`config.mk`:
```
export PLATFORM = sky130hd
export DESIGN_NAME = shared_buffer_multi_queue_top
export DESIGN_NICKNAME = d
export VERILOG_FILES = /design/src/hdl/sbmq_pkg.sv /design/src/hdl/shared_buffer_multi_queue_top.sv
export SDC_FILE = /design/constraint.sdc
export NUM_CORES = 1
export LEC_CHECK = 0
export ABC_AREA = 1
export BUFFER_PORTS_ARGS = -buffer_cell sky130_fd_sc_hd__buf_2
export CAP_MARGIN = 5
export CORE_UTILIZATION = 51
export CTS_CLUSTER_DIAMETER = 30
export CTS_CLUSTER_SIZE = 12
export DETAILED_ROUTE_END_ITERATION = 6
export PLACE_DENSITY = 0.69
export SYNTH_ARGS = -nofsm -noshare
export SYNTH_HDL_FRONTEND = slang
export SYNTH_SLANG_ARGS = --single-unit
```
`constraint.sdc`:
```
create_clock -name clk -period 8.4 [get_ports clk]
set_input_delay 0.84 -clock clk [delete_from_list [all_inputs] [get_ports clk]]
set_output_delay 0.84 -clock clk [all_outputs]
set_load 0.05 [all_outputs]
```
`src/hdl/sbmq_pkg.sv`:
```
// shared constants and codes for the shared buffer multi queue
`default_nettype none

package sbmq_pkg;

  // default sizing
  localparam int ENTRIES_DEF = 16;
  localparam int QUEUES_DEF  = 4;

  // fixed field widths
  localparam int DATA_W   = 32;
  localparam int QID_W    = 2;
  localparam int STATUS_W = 2;

  // operation kinds
  localparam logic KIND_ENQ = 1'b0;
  localparam logic KIND_DEQ = 1'b1;

  // result status codes
  localparam logic [STATUS_W-1:0] ST_OK    = 2'd0;
  localparam logic [STATUS_W-1:0] ST_FULL  = 2'd1;
  localparam logic [STATUS_W-1:0] ST_EMPTY = 2'd2;

endpackage

`default_nettype wire

```
`src/hdl/shared_buffer_multi_queue_top.sv`:
```
// several fifo queues sharing one linked entry store with a free list
//
//   channel | direction | handshake            | words
//   req     | in        | req_valid, req_stall | kind, queue_id, data_in
//   rsp     | out       | rsp_valid, rsp_stall | data_out, status
//
// a good enqueue runs look, link, out; a good dequeue look, free, out; a
// rejected word look, out. a new word is taken only when idle or as a result
// enters the output register. the steps are set by the single link memory
// port: an enqueue writes up to two links, a dequeue reads the head pointer
// before it can read its link. reset is synchronous; the link memory needs
// no clearing pass, a fill count stands in for its initial chain. a stalled
// result holds in the output register while the next word is already taken in.
`default_nettype none

module shared_buffer_multi_queue_top #(
  parameter int ENTRIES = sbmq_pkg::ENTRIES_DEF,
  parameter int QUEUES  = sbmq_pkg::QUEUES_DEF
) (
  input  wire logic                                clk,
  input  wire logic                                rst,
  input  wire logic                                req_valid,
  output logic                                     req_stall,
  input  wire logic                                kind,
  input  wire logic [sbmq_pkg::QID_W-1:0]          queue_id,
  input  wire logic signed [sbmq_pkg::DATA_W-1:0]  data_in,
  output logic                                     rsp_valid,
  input  wire logic                                rsp_stall,
  output logic signed [sbmq_pkg::DATA_W-1:0]       data_out,
  output logic [sbmq_pkg::STATUS_W-1:0]            status
);

  localparam int PW = $clog2(ENTRIES + 1);
  localparam int IW = $clog2(ENTRIES);
  localparam int QW = (QUEUES > 1) ? $clog2(QUEUES) : 1;
  localparam int DW = sbmq_pkg::DATA_W;
  localparam logic [PW-1:0] NIL = PW'(ENTRIES);

  localparam logic [2:0] S_IDLE = 3'd0;
  localparam logic [2:0] S_LOOK = 3'd1;
  localparam logic [2:0] S_LINK = 3'd2;
  localparam logic [2:0] S_FREE = 3'd3;
  localparam logic [2:0] S_OUT  = 3'd4;

  // memories
  logic [PW-1:0]   links [ENTRIES];
  logic [DW-1:0]   values [ENTRIES];
  logic [2*PW-1:0] qptrs [QUEUES];
  logic [QUEUES-1:0] qvalid;

  // control and working registers
  logic [2:0]      state;
  logic            kind_r;
  logic            qok_r;
  logic [QW-1:0]   q_r;
  logic [DW-1:0]   data_r;
  logic [PW-1:0]   free_head;
  logic [PW-1:0]   fill;
  logic [PW-1:0]   slot_r;
  logic [PW-1:0]   tail_keep;
  logic            qhit_r;
  logic [2*PW-1:0] qrd;
  logic [PW-1:0]   lnk_rdata;
  logic [PW-1:0]   lnk_raddr;
  logic [DW-1:0]   val_rdata;
  logic [DW-1:0]   res_data;
  logic [sbmq_pkg::STATUS_W-1:0] res_status;

  // combinational helpers
  logic            out_free;
  logic            accept;
  logic [QW-1:0]   qidx;
  logic            q_ok;
  logic [PW-1:0]   head;
  logic [PW-1:0]   tail;
  logic [PW-1:0]   link_val;
  logic            lnk_re;
  logic [PW-1:0]   lnk_ra;
  logic            lnk_we;
  logic [PW-1:0]   lnk_wa;
  logic [PW-1:0]   lnk_wd;
  logic            q_we;
  logic [2*PW-1:0] q_wd;
  logic            enq_full;
  logic            deq_empty;

  // handshake
  assign out_free  = !rsp_valid || !rsp_stall;
  assign req_stall = !((state == S_IDLE) || (state == S_OUT && out_free));
  assign accept    = req_valid && !req_stall;
  assign qidx      = QW'(queue_id);
  assign q_ok      = 32'(queue_id) < QUEUES;

  // queue pointers seen in the lookup cycle
  assign head = qhit_r ? qrd[2*PW-1:PW] : NIL;
  assign tail = qhit_r ? qrd[PW-1:0] : NIL;

  // link of the slot read last; slots at or past the fill count read as i+1
  always_comb begin
    if (lnk_raddr >= NIL) begin
      link_val = NIL;
    end else if (lnk_raddr >= fill) begin
      link_val = lnk_raddr + PW'(1);
    end else if (lnk_rdata >= NIL) begin
      link_val = NIL;
    end else begin
      link_val = lnk_rdata;
    end
  end

  assign enq_full  = !qok_r || (free_head >= NIL);
  assign deq_empty = !qok_r || (head >= NIL);

  // link memory port control
  always_comb begin
    lnk_re = 1'b0;
    lnk_ra = free_head;
    lnk_we = 1'b0;
    lnk_wa = slot_r;
    lnk_wd = NIL;
    q_we   = 1'b0;
    q_wd   = {head, tail_keep};
    unique case (state)
      S_LOOK: begin
        if (kind_r == sbmq_pkg::KIND_DEQ) begin
          lnk_re = !deq_empty;
          lnk_ra = head;
        end else if (!enq_full) begin
          lnk_we = (head < NIL) && (tail < NIL);
          lnk_wa = tail;
          lnk_wd = free_head;
          q_we   = 1'b1;
          q_wd   = {((head < NIL) ? head : free_head), free_head};
        end
      end
      S_LINK: begin
        lnk_we = 1'b1;
        lnk_wa = slot_r;
        lnk_wd = NIL;
      end
      S_FREE: begin
        lnk_we = 1'b1;
        lnk_wa = slot_r;
        lnk_wd = free_head;
        q_we   = 1'b1;
        q_wd   = {link_val, tail_keep};
      end
      default: begin
        lnk_re = accept && (kind == sbmq_pkg::KIND_ENQ);
        lnk_ra = free_head;
      end
    endcase
  end

  // link memory
  always_ff @(posedge clk) begin
    if (lnk_we) begin
      links[lnk_wa[IW-1:0]] <= lnk_wd;
    end
    if (lnk_re) begin
      lnk_rdata <= links[lnk_ra[IW-1:0]];
      lnk_raddr <= lnk_ra;
    end
  end

  // value memory
  always_ff @(posedge clk) begin
    if (state == S_LOOK && kind_r == sbmq_pkg::KIND_ENQ && !enq_full) begin
      values[free_head[IW-1:0]] <= data_r;
    end
    if (state == S_LOOK && kind_r == sbmq_pkg::KIND_DEQ) begin
      val_rdata <= values[head[IW-1:0]];
    end
  end

  // queue pointer memory
  always_ff @(posedge clk) begin
    if (q_we) begin
      qptrs[q_r] <= q_wd;
    end
    if (accept) begin
      qrd <= qptrs[qidx];
    end
  end

  // sequencer and state updates
  always_ff @(posedge clk) begin
    if (rst) begin
      state     <= S_IDLE;
      free_head <= '0;
      fill      <= '0;
      qvalid    <= '0;
    end else begin
      unique case (state)
        S_LOOK: begin
          if (kind_r == sbmq_pkg::KIND_ENQ) begin
            if (enq_full) begin
              state <= S_OUT;
            end else begin
              free_head <= link_val;
              if (free_head == fill) begin
                fill <= fill + PW'(1);
              end
              qvalid[q_r] <= 1'b1;
              state <= S_LINK;
            end
          end else begin
            state <= deq_empty ? S_OUT : S_FREE;
          end
        end
        S_LINK: begin
          state <= S_OUT;
        end
        S_FREE: begin
          free_head <= slot_r;
          state     <= S_OUT;
        end
        S_OUT: begin
          if (out_free) begin
            state <= accept ? S_LOOK : S_IDLE;
          end
        end
        default: begin
          if (accept) begin
            state <= S_LOOK;
          end
        end
      endcase
    end
  end

  // working registers for the word in flight
  always_ff @(posedge clk) begin
    if (accept) begin
      kind_r <= kind;
      qok_r  <= q_ok;
      q_r    <= qidx;
      data_r <= data_in;
      qhit_r <= q_ok && qvalid[qidx];
    end
    if (state == S_LOOK) begin
      slot_r    <= (kind_r == sbmq_pkg::KIND_ENQ) ? free_head : head;
      tail_keep <= tail;
      res_data  <= '0;
      if (kind_r == sbmq_pkg::KIND_ENQ) begin
        res_status <= enq_full ? sbmq_pkg::ST_FULL : sbmq_pkg::ST_OK;
      end else begin
        res_status <= deq_empty ? sbmq_pkg::ST_EMPTY : sbmq_pkg::ST_OK;
      end
    end
    if (state == S_FREE) begin
      res_data <= val_rdata;
    end
  end

  // output register
  always_ff @(posedge clk) begin
    if (rst) begin
      rsp_valid <= 1'b0;
    end else if (state == S_OUT && out_free) begin
      rsp_valid <= 1'b1;
    end else if (!rsp_stall) begin
      rsp_valid <= 1'b0;
    end
  end

  always_ff @(posedge clk) begin
    if (state == S_OUT && out_free) begin
      data_out <= res_data;
      status   <= res_status;
    end
  end

endmodule

`default_nettype wire

```
---- Word level (Yosys, flattened, before mapping) ----
Memories as Yosys holds them, arrays and structs flattened. A register that Yosys moved wholly into a read port is not among the register bits.
Cells that the tools add are included.
word-level totals
  output and inout bits ................... 36
  bits in latches ......................... 0
  register bits after elaboration ......... 137
  memories kept ........................... 3
  memory bits (writable) .................. 632
  logic and storage cells ................. 119
  bits in read-only memories .............. 0
operators by class
  multiplexer cells ....................... 52
  order comparisons ....................... 10
  equal/unequal tests ..................... 9
  multiply operators ...................... 0
  reduce and logical (&&, ||, !) cells .... 23
  div/mod/pow operators ................... 0
  bitwise gates (word level) .............. 4
  shifts and indexed selects .............. 0
  $add $sub $neg .......................... 2
memories
  memory  words  bits a word  read ports  clocked after Yosys merged registers in  write ports  line                                 RTL
  values  16     32           1           1                                        1            shared_buffer_multi_queue_top.sv:47  logic [DW-1:0] values [ENTRIES];
  links   16     5            1           1                                        1            shared_buffer_multi_queue_top.sv:46  logic [PW-1:0] links [ENTRIES];
  qptrs   4      10           1           1                                        1            shared_buffer_multi_queue_top.sv:48  logic [2*PW-1:0] qptrs [QUEUES];
operators with widths
  cell                                                       count
  two-way mux 32 bit                                         2
  two-way mux 5 bit                                          12
  greater-or-equal comparator 5 bit (second input constant)  4
  two-way mux 10 bit                                         2
  one-hot mux 10 bit (2 select lines)                        1
  one-hot mux 5 bit (2 select lines)                         2
  two-way mux 1 bit                                          17
  two-way mux 3 bit                                          5
  two-way mux 4 bit                                          3
  adder 5 x 1 -> 5 bit (second input constant)               2
  < comparator 5 bit (second input constant)                 2
  one-hot mux 3 bit (3 select lines)                         1
  logical AND 1 bit                                          8
  equality test 3 x 2 -> 1 bit (second input constant)       2
  < comparator 2 x 3 -> 1 bit (second input constant)        2
  inequality test 2 bit (second input constant)              3
  one-hot mux 1 bit (2 select lines)                         3
  AND reduction 3 bit                                        2
  equality test 5 bit                                        1
  greater-or-equal comparator 5 bit                          1
  zero test 1 bit                                            5
  two-way mux 2 bit                                          2
  OR 4 bit                                                   1
  AND reduction 4 bit                                        1
  other kinds (13)                                           16

---- Logic depth before layout (Yosys ltp) ----
  depth after elaboration ................. 8
  mapped depth ............................ 12

---- Worst setup path after synthesis ----
No wires, ideal clock.
  path type ............................... input port to flip-flop
  from .................................... input rsp_stall
  to ...................................... register data_r[0] (enable)
  slack ................................... 4.305 ns
  buffers on the path ..................... 0
  cell stages on the path ................. 3
  arrival time ............................ 3.646 ns
  data required time ...................... 7.951 ns
  library setup time ...................... 0.449 ns
  cells stage by stage .................... nand2_1 > o21ai_0 > nor2_1
between the ends
  word-level cells in the longest chain between the ends .. 5
RTL lines
  element               line                                  RTL
  from (decl)           shared_buffer_multi_queue_top.sv:28   input wire logic rsp_stall,
  zero test 1 bit       -
  logical OR 1 bit      shared_buffer_multi_queue_top.sv:88   assign out_free = !rsp_valid || !rsp_stall;
  logical AND 1 bit     shared_buffer_multi_queue_top.sv:89   assign req_stall = !((state == S_IDLE) || (state == S_OUT && out_free));
  logical OR 1 bit      shared_buffer_multi_queue_top.sv:89
  logical AND 1 bit     shared_buffer_multi_queue_top.sv:90   assign accept = req_valid && !req_stall;
  to (signal assigned)  shared_buffer_multi_queue_top.sv:238  data_r <= data_in;
  to (decl)             shared_buffer_multi_queue_top.sv:56   logic [DW-1:0] data_r;
No other way between the ends.
A chain may end at the register's enable or synchronous reset.

---- Worst setup path after layout ----
  from .................................... register qhit_r
  to ...................................... register lnk_rdata[3], read port of links, data pin
between the ends
  word-level cells in the longest chain between the ends .. 5
  elaborated cells on any way between the ends .. 7
  classes of those cells .................. order compare (1); mux (5); reduce/logical (1)
RTL lines
  element                             line                                  RTL
  from (decl)                         shared_buffer_multi_queue_top.sv:61   logic qhit_r;
  from (signal assigned)              shared_buffer_multi_queue_top.sv:239  qhit_r <= q_ok && qvalid[qidx];
  two-way mux 5 bit (*)               shared_buffer_multi_queue_top.sv:95   assign head = qhit_r ? qrd[2*PW-1:PW] : NIL;
  greater-or-equal comparator 5 bit   shared_buffer_multi_queue_top.sv:112  assign deq_empty = !qok_r || (head >= NIL);
  zero test 1 bit                     shared_buffer_multi_queue_top.sv:126  lnk_re = !deq_empty;
  two-way mux 1 bit                   shared_buffer_multi_queue_top.sv:125  if (kind_r == sbmq_pkg::KIND_DEQ) begin
  one-hot mux 1 bit (2 select lines)  shared_buffer_multi_queue_top.sv:123  unique case (state)
  to (decl)                           shared_buffer_multi_queue_top.sv:63   logic [PW-1:0] lnk_rdata;
Every way passes the cells marked *; elsewhere a longest branch is shown, timed or not.

==> key figures <==
Die
  • Rows: 91
  • Die height: 253.0 um
  • Initial cell density of the core: 0.5188
  • Die width: 253.0 um
  • Die area: 64,020 sq um
  • I/O pins: 75
  • Area of the core: 61,940 sq um

Critical path
  • Kind of critical path: register to register
  • Highest net fanout along the worst path: 94
  • Nature of the critical path startpoint: register
  • Worst path max stage delay: 1.12 ns
  • CP endpoint kind: register
  • Worst path cell trace: buf_4 -> nand2_4 -> nand2_1 -> nand2_1 -> nand2_1 -> nand2_1 -> nand2_1 -> nand2_1 -> nand2_1 -> nand3_1 -> nand3_1 -> nand2_1
  • Req. time, crit path: 8.85 ns
  • Most used cell, CP: nand2_1
  • Arrival time worst endpoint: 5.65 ns
  • Critical-path top delay cell: nand2_1

STA
  • Number of setup violations in the final report: 0
  • Setup TNS: 0 ns
  • Layout Skew: 0.02577 ns
  • Fin crit share: 0.6199
  • Fmax: 192.0 MHz
  • Relative slew slack: 0.1535
  • Worst-margin pin slew: 1.267 ns
  • Crit path time final: 5.207 ns
  • Final Hold Viols: 0
  • RSZ-0062 raised after global routing: false
  • Final Max Tran Viols: 0

Finish
  • P&R area growth vs syn: 18.95%
  • Fin nets: 2,507
  • Finished Cell Area: 38,230 sq um
  • Commonest non-fill, non-tap cell in the layout: edfxtp_1
  • Share of cells above drive strength 1: 0.1526
  • Most frequent cells in the layout: edfxtp_1, o21ai_0, a21oi_1
  • Layout fillers: 4,521
  • Ant diodes: 0

Clocking
  • Clock buffer count from CTS: 141
  • Htree depth: 4
  • Hold buffers post-CTS: 0
  • CTS tree: yes
  • CTS max path bufs: 3
  • Num Clock Sinks: 816
  • Root buf cell: clkbuf_16
  • Worst skew pair latency: 0.71 ns
  • Clock-pin slew on the worst setup and hold paths: 0.05 ns
  • Resized cells post-CTS: 0
  • Setup Buffers After CTS: 0

Detailed routing
  • Iter 0 DRT Violations: 2,532
  • Antenna-violating nets left: 0
  • Post-detailed-route wirelength per cell: 23.77 um
  • Total Wirelength: 81.11 mm
  • Router iterations before antenna repair: 7
  • DR vias: 20,940
  • # DRC: 1
  • Vias/cell: 6.136

Worst hold path
  • Worst Hold Class: primary input to register

Placement
  • Detail Placement HPWL: 40.22 mm
  • PortBufs: 74
  • Post-DP Area: 33,350 sq um
  • Placer congestion estimate: 0.8870

Status
  • Failing checks: DRC
  • Status: finished with violations

Synthesis
  • Top FF cell, synth: edfxtp_1
  • Synthesis-stage register bit count: 816
  • Async set-reset flop share out of synthesis: 0
  • Cell variety after synth: 36
  • Syn Area/Cell: 13.56 sq um
  • Yosys warns: 0
  • Area of the mapped netlist: 32,130 sq um
  • Net Count, Synth: 2,416
  • Syn Inst Count: 2,369
  • Post-synth EDFFs: 798
  • Register area share after synthesis: 0.7569

Flow run
  • MaxCap Viol Count: 0

Global route
  • Initial antenna violation count: 6
  • First-pass GRT wire length: 120.6 mm
  • GRT Util Overall: 0.2543
  • Grt ovf: 0
  • Number of global-route vias before repair: 20,530
  • Pin count of the biggest net entering global routing: 182

Pwr
  • PD cells: 335.7 nW/um^2
  • Max rail drop VDD: 0.2045 mV
  • Overall Power: 0.01283 W
  • P_leak: 13.02 nW
==> cells by family after synthesis <==
| kind of cell | after synthesis | synth area share |
|---|---|---|
| flip-flops | 816 | 0.7569 |
| buffers and inverters | 319 | 0.03933 |
| adder cells (fa/ha/maj) | 8 | 0.003115 |
| AO/OA/AOI/OAI | 792 | 0.1406 |
| XOR/XNOR | 4 | 0.001090 |
| AND/OR/NAND/NOR | 430 | 0.05895 |
==> path summary, 6_finish.rpt <==
| kind | from | end | slack [ns] | cells after the start |
|---|---|---|---|---|
| worst max register to register | qhit_r | lnk_rdata[3] | 3.19 | 12 |
| worst min-delay path | data_in[14] | data_r[14] | 0.31 | 1 |
| worst max-delay path | qhit_r | lnk_rdata[3] | 3.19 | 12 |
| worst min register to register | res_data[2] | data_out[2] | 0.41 | 0 |
==> power by group <==
group          total (W)  internal, W  switching (W)
registers        0.00520      0.00499       0.000213
logic            0.00189     0.000441        0.00145
clock network    0.00574      0.00378        0.00196
total             0.0128      0.00921        0.00362
==> registers in the layout, summed over array words and instances, names as in the netlist <==
name        flops
qptrs          40
free_head       5
q_r             2
tail_keep       5
res_status      2
fill            5
qrd            10
val_rdata      32
data_out       32
qvalid          4
values        512
links          80
slot_r          5
qhit_r          1
res_data       32
status          2
lnk_raddr       5
kind_r          1
lnk_rdata       5
data_r         32
state           3
rsp_valid       1
==> through the flow <==
step | std cells | hold slack [ns] | setup slack, ns | utilization
6_report | 3413 | 0.3085 | 3.193 | 0.6171
2_1_floorplan | 2369 | 0.4003 | 4.305 | -
4_1_cts | 3413 | 0.2736 | 3.257 | 0.6171
3_5_place_dp | 3154 | 0.4045 | 3.270 | 0.5384
3_3_place_gp | 3154 | 0.4008 | 3.429 | 0.5384
5_1_grt | 3413 | 0.2836 | 2.754 | 0.6171
==> critical path, delay by kind of cell (launching register included) <==
family        cells  cell delay (ns)
flops             1             0.31
buf+inv           1             0.83
simple gates     11             3.75
==> layout make-up <==
cell class                      count  area [sq um]  area share
Clock buffer                      160          3704     0.09689
Clock inverter                     99          1171     0.03064
Inverter                          154         581.8     0.01522
Multi-Input combinational cell   1234          6723      0.1759
Sequential cell                   816         24320      0.6363
Tap cell                          837          1047     0.02740
Timing Repair Buffer              113         675.6     0.01768
==> metal layers <==
| metal | vias to the layer above | share of wire | GRT usage |
|---|---|---|---|
| li1 | 9174 | - | - |
| met1 | 10260 | 0.40 | 0.3488 |
| met2 | 1303 | 0.47 | 0.3921 |
| met3 | 203 | 0.11 | 0.06147 |
| met4 | 2 | 0.028 | 0.1022 |
| met5 | - | 0.00014 | 0 |
==> synth_stat cells, drive strengths merged, types with 4 or more instances <==
cell type | count | area (sq um)
ha | 8 | 100.1
o22ai | 78 | 488.0
o211ai | 64 | 480.5
dfxtp | 18 | 360.4
nor3 | 6 | 30.03
nand2 | 165 | 624.4
inv | 153 | 574.3
a31oi | 4 | 25.02
edfxtp | 798 | 23960
o221ai | 65 | 569.3
o21bai | 4 | 30.03
buf | 49 | 246.5
o21ai | 304 | 1533
xor2 | 4 | 35.03
clkbuf | 116 | 439.2
nor2 | 119 | 459.2
nand3b | 19 | 142.6
nand3 | 107 | 550.5
nand4 | 13 | 81.33
a21oi | 268 | 1341
Note: power is estimated with default switching activity, not from simulation.
